### config.mk
export PLATFORM = sky130hd
export DESIGN_NAME = teabc_half_round
export DESIGN_NICKNAME = d
export VERILOG_FILES = /design/src/rtl/teabc_pkg.sv /design/src/rtl/teabc_half_round.sv
export SDC_FILE = /design/constraint.sdc
export NUM_CORES = 1
export LEC_CHECK = 0
export BUFFER_PORTS_ARGS = -buffer_cell sky130_fd_sc_hd__buf_2
export CAP_MARGIN = 40
export CORE_AREA = 8 8 166 153
export DETAILED_ROUTE_END_ITERATION = 10
export DIE_AREA = 0 0 174 161
export PLACE_DENSITY = 0.74
export SYNTH_ARGS = -nofsm -noshare
export SYNTH_HDL_FRONTEND = slang
export SYNTH_SLANG_ARGS = --single-unit
### constraint.sdc
create_clock -name aclk -period 16.5 [get_ports aclk]
set_input_delay 1.65 -clock aclk [delete_from_list [all_inputs] [get_ports aclk]]
set_output_delay 1.65 -clock aclk [all_outputs]
set_load 0.05 [all_outputs]
### src/rtl/teabc_pkg.sv
package teabc_pkg;

    localparam int unsigned WORD_W      = 32;
    localparam int unsigned NUM_KEYS    = 4;
    localparam int unsigned CFG_INDEX_W = 8;
    localparam int unsigned ROUNDS_DEF  = 32;

    localparam logic [WORD_W-1:0] TEA_DELTA = 32'h9E37_79B9;

    // configuration register indexes
    localparam logic [CFG_INDEX_W-1:0] KEY_WORD_0_IDX = 8'd0;
    localparam logic [CFG_INDEX_W-1:0] KEY_WORD_1_IDX = 8'd1;
    localparam logic [CFG_INDEX_W-1:0] KEY_WORD_2_IDX = 8'd2;
    localparam logic [CFG_INDEX_W-1:0] KEY_WORD_3_IDX = 8'd3;

    localparam logic [WORD_W-1:0] KEY_WORD_0_RST = 32'd371;
    localparam logic [WORD_W-1:0] KEY_WORD_1_RST = 32'd215;
    localparam logic [WORD_W-1:0] KEY_WORD_2_RST = 32'd11;
    localparam logic [WORD_W-1:0] KEY_WORD_3_RST = 32'd12;

    typedef enum logic {
        KIND_ENCRYPT = 1'b0,
        KIND_DECRYPT = 1'b1
    } kind_t;

    typedef logic [NUM_KEYS-1:0][WORD_W-1:0] key_set_t;

    // one block in flight
    typedef struct packed {
        kind_t             kind;
        logic [WORD_W-1:0] first_word;
        logic [WORD_W-1:0] second_word;
    } block_t;

    // delta * count mod 2^32, evaluated at elaboration only
    function automatic logic [WORD_W-1:0] sched_sum(input int unsigned count);
        logic [63:0] prod;
        prod = 64'(TEA_DELTA) * 64'(count);
        return prod[WORD_W-1:0];
    endfunction

endpackage

### src/rtl/teabc_half_round.sv
module teabc_half_round
    import teabc_pkg::*;
#(
    parameter int unsigned ROUNDS = ROUNDS_DEF,
    parameter int unsigned STEP   = 0
) (
    input  logic     aclk,
    input  logic     aresetn,
    input  key_set_t keys,
    input  logic     valid_in,
    input  block_t   data_in,
    output logic     ready_in,
    output logic     valid_out,
    output block_t   data_out,
    input  logic     ready_out
);

    localparam int unsigned ROUND_IDX = STEP / 2;
    localparam logic        STEP_ODD  = 1'(STEP % 2);
    localparam logic [WORD_W-1:0] ENC_SUM = sched_sum(ROUND_IDX + 1);
    localparam logic [WORD_W-1:0] DEC_SUM = sched_sum(ROUNDS - ROUND_IDX);

    logic              valid_reg;
    block_t            data_reg;
    block_t            data_next;
    logic              upd_first;
    logic [WORD_W-1:0] src;
    logic [WORD_W-1:0] dst;
    logic [WORD_W-1:0] ka;
    logic [WORD_W-1:0] kb;
    logic [WORD_W-1:0] sum;
    logic [WORD_W-1:0] mix;
    logic [WORD_W-1:0] dst_new;

    // encrypt: even steps update the first word; decrypt runs the halves reversed
    always_comb begin
        upd_first = (data_in.kind == kind_t'(STEP_ODD));
        src       = upd_first ? data_in.second_word : data_in.first_word;
        dst       = upd_first ? data_in.first_word  : data_in.second_word;
        ka        = upd_first ? keys[0] : keys[2];
        kb        = upd_first ? keys[1] : keys[3];
        sum       = (data_in.kind == KIND_DECRYPT) ? DEC_SUM : ENC_SUM;
        mix       = ((src << 4) + ka) ^ (src + sum) ^ ((src >> 5) + kb);
        dst_new   = (data_in.kind == KIND_DECRYPT) ? (dst - mix) : (dst + mix);
        data_next = data_in;
        if (upd_first) begin
            data_next.first_word = dst_new;
        end else begin
            data_next.second_word = dst_new;
        end
    end

    assign ready_in = !valid_reg || ready_out;

    always_ff @(posedge aclk) begin
        if (!aresetn) begin
            valid_reg <= 1'b0;
        end else if (ready_in) begin
            valid_reg <= valid_in;
        end
    end

    always_ff @(posedge aclk) begin
        if (ready_in && valid_in) begin
            data_reg <= data_next;
        end
    end

    assign valid_out = valid_reg;
    assign data_out  = data_reg;

endmodule

==> run_results.csv <==
group,metric,value,unit
clocking,cts.repair.resized,0,
cells_and_area,final_nets,1830,
clocking,cts_setup_buffers,0,
route,wl_per_cell,19.1,um
die,rows,53,
sta,slew_headroom,39.2,%
die,io_pins,264,
pwr,cellLeakagePower,5.74,nW
logic_synthesis,ys.flop_type,"edfxtp_1",
clocking,tritoncts,"done",
route,dr.max_layer_used,"met4",
logic_synthesis,synth-seq-area-share,17.8,%
critical_path,r2r_slack,14.93,ns
placed_design,port_buffers,263,
route,first_pass_iters,6,
logic_synthesis,ys_types,89,
logic_synthesis,yosysTopAreaCell,"edfxtp_1",
sta,setup_violations,0,
global_route,grt_usage,24.1,%
logic_synthesis,synth_area_leaders,"edfxtp_1 (18%), ha_1 (11%), xnor2_1 (11%)",
clocking,clk_pin_slew,0.05,ns
sta,drv_slew,0,
sta,fmax,109,MHz
logic_synthesis,async_flop_share,0,%
route,wirelength,35300,um
clocking,cts.sinks,66,
global_route,antenna_found_initial,2,
pwr,power_switching,0.00103,W
clocking,cts_root_buffer,"clkbuf_16",
sta,tightestPinTransition,0.903,ns
logic_synthesis,ys_ff_latch,66,
logic_synthesis,syn_nets,1591,
cells_and_area,stdcell_area,0.0129,mm^2
outcome,status,"completed",
critical_path,cp_common_cell,"a21o_1",
critical_path,crit_end,"data_out[63]$_DFFE_PP_",
critical_path,crit_slowest_cell,"buf_4",
pwr,pwr-share-clk,9.6,%
global_route,grt_pass1_wl,55000,um
pwr,peakVddDrop,117,uV
global_route,first_global_vias,10200,
sta,grt_setup_unrepaired,"no",
logic_synthesis,yosysMostFrequentCell,"xnor2_1",
critical_path,start_kind,"input port",
worst_hold_path,hold_path.class,"reg2reg",
logic_synthesis,synth_edf_count,65,
critical_path,r2r_start,"valid_out$_SDFFE_PN0N_",
critical_path,worst_setup_path_end_kind,"flop",
logic_synthesis,yosysWarnings,0,
sta,setup-tns-final,0,ns
clocking,htreeDepth,3,
route,wl_met2,14400,um
pwr,sw_frac_of_total,50.7,%
die,die_y,161,um
global_route,grt_max_degree,103,
die,dieArea,0.0280,mm^2
pwr,p_comb_share,75.9,%
logic_synthesis,syn_avg_cell_area,8.55,um^2
route,drc_errors,0,
placed_design,place.gp.congestion,0.933,
route,viasPerCell,5.88,
pwr,p_per_area,157,mW/mm^2
sta,fin_crit,9.17,ns
sta,skew,0.00469,ns
clocking,clk_path_buf_depth,2,
critical_path,arrival,9.32,ns
route,postRouteAntennaNets,0,
pwr,power_frac_seq,14.5,%
logic_synthesis,yosys-top-cells-count,"xnor2_1 (134), nand2_1 (107), a21oi_1 (96), ha_1 (95), o21ai_0 (95)",
die,die_w,174,um
logic_synthesis,syn-cell-area,0.0111,mm^2
critical_path,crit_required,16.65,ns
logic_synthesis,synth_cells,1296,
cells_and_area,layout-drive-gt1-share,25.6,%
critical_path,cpPeakStageDelay,0.76,ns
clocking,cts_buffers,9,
critical_path,r2r_cells,3,
route,wl_met1,17500,um
die,initial_core_util,48.9,%
critical_path,cp-startpoint,"data_in[64]",
placed_design,postPlaceCellArea,0.0126,mm^2
placed_design,place_hpwl,29500,um
route,initialDrtViolationCount,1094,
clocking,cts_hold_buf,0,
logic_synthesis,synth_top_area_share,17.6,%
cells_and_area,final_core_util,57.1,%
pwr,p_int,0.00100,W
sta,fin_crit_sh,55.6,%
sta,finalHoldViolations,0,
critical_path,path_max_fanout,102,
critical_path,r2r-end,"data_out[4]$_DFFE_PP_",
sta,hold_slack,0.551,ns
route,num_vias,10800,
critical_path,path_class,"in2reg",
global_route,grt_overflow_total,0,
route,wl_met3,3070,um
clocking,clkLatencyLatePin,0.32,ns
cells_and_area,areaGrowthSynthToFinish,16.8,%
die,coreArea,0.0227,mm^2
run,timing.max_cap.violations,0,
## critical path, delay by kind of cell
kind / cells / cell delay [ns]
adder cells (fa/ha/maj): 2 / 0.78
AO/OA/AOI/OAI: 13 / 3.32
AND/OR/NAND/NOR: 6 / 0.95
XOR/XNOR: 5 / 1.14
buffers and inverters: 3 / 1.40
## kinds of logic after synthesis
kind of cell | after synthesis | synth area share (%)
AO/OA/AOI/OAI | 420 | 25.1
AND/OR/NAND/NOR | 331 | 15.5
XOR/XNOR | 190 | 16.3
multiplexers | 105 | 10.6
adder cells (fa/ha/maj) | 98 | 11.3
buffers and inverters | 86 | 3.43
flip-flops | 66 | 17.8
## registers in the layout, indices dropped and copies added, names as in the netlist
signal,cells
valid_out,1
data_out,65
## placed cells by master, fill, tap and decap left out, drive strengths merged, types with 13 or more instances in the layout
cell    netlist  layout
a21o         51      51
a21oi        96      96
a31oi        18      18
and3         13      13
buf          15     269
clkbuf       27      14
edfxtp       65      65
ha           95      95
inv          44      44
mux2         92      92
mux2i        13      13
nand2       107     107
nand2b       18      18
nand3        19      19
nor2         56      56
nor2b        17      17
nor3         21      21
nor3b        15      15
o21a         20      20
o21ai        99      99
o21bai       26      26
xnor2       134     134
xor2         46      46
## through the flow
step	std cells	power, W	setup WS [ns]
3_5_place_dp	1826	0.00181	7.12
3_3_place_gp	1823	0.00179	7.05
2_1_floorplan	1296	0.00149	7.12
6_report	1844	0.00203	7.33
4_1_cts	1842	0.00202	7.46
5_1_grt	1844	0.00218	6.70
## power groups by stage
stage | sequential, W | combinational (W) | clock [W]
global placement | 0.000297 | 0.00150 | 0
floorplan | 0.000513 | 0.000976 | 0
global route | 0.000301 | 0.00168 | 0.000203
CTS | 0.000296 | 0.00152 | 0.000197
finish | 0.000295 | 0.00154 | 0.000194
detailed placement | 0.000299 | 0.00151 | 0
## cell type report
type	count	area, um^2
Timing Repair Buffer	270	1390
Multi-Input combinational cell	1144	8730
Antenna cell	2	5.00
Sequential cell	66	1970
Tap cell	302	378
Clock inverter	3	63.8
Clock buffer	13	240
Fill cell	2111	9730
Inverter	44	165
## worst min-delay path by stage
stage | cells past startpoint | slack (ns) | to | startpoint
global route | 2 | 0.59 | valid_out$_SDFFE_PN0N_ | valid_out$_SDFFE_PN0N_
global placement | 2 | 0.50 | valid_out$_SDFFE_PN0N_ | valid_out$_SDFFE_PN0N_
floorplan | 2 | 1.15 | valid_out$_SDFFE_PN0N_ | valid_out$_SDFFE_PN0N_
detailed placement | 2 | 0.55 | valid_out$_SDFFE_PN0N_ | valid_out$_SDFFE_PN0N_
CTS | 2 | 0.56 | valid_out$_SDFFE_PN0N_ | valid_out$_SDFFE_PN0N_
finish | 2 | 0.55 | valid_out$_SDFFE_PN0N_ | valid_out$_SDFFE_PN0N_
## routing by layer
metal  track usage [%]  vias to the layer above
li1                  -                     5324
met1              37.5                     4993
met2              34.7                      511
met3              3.13                       19
met4              4.04                        0
met5                 0                        -
(Power assumes the default switching activity.)
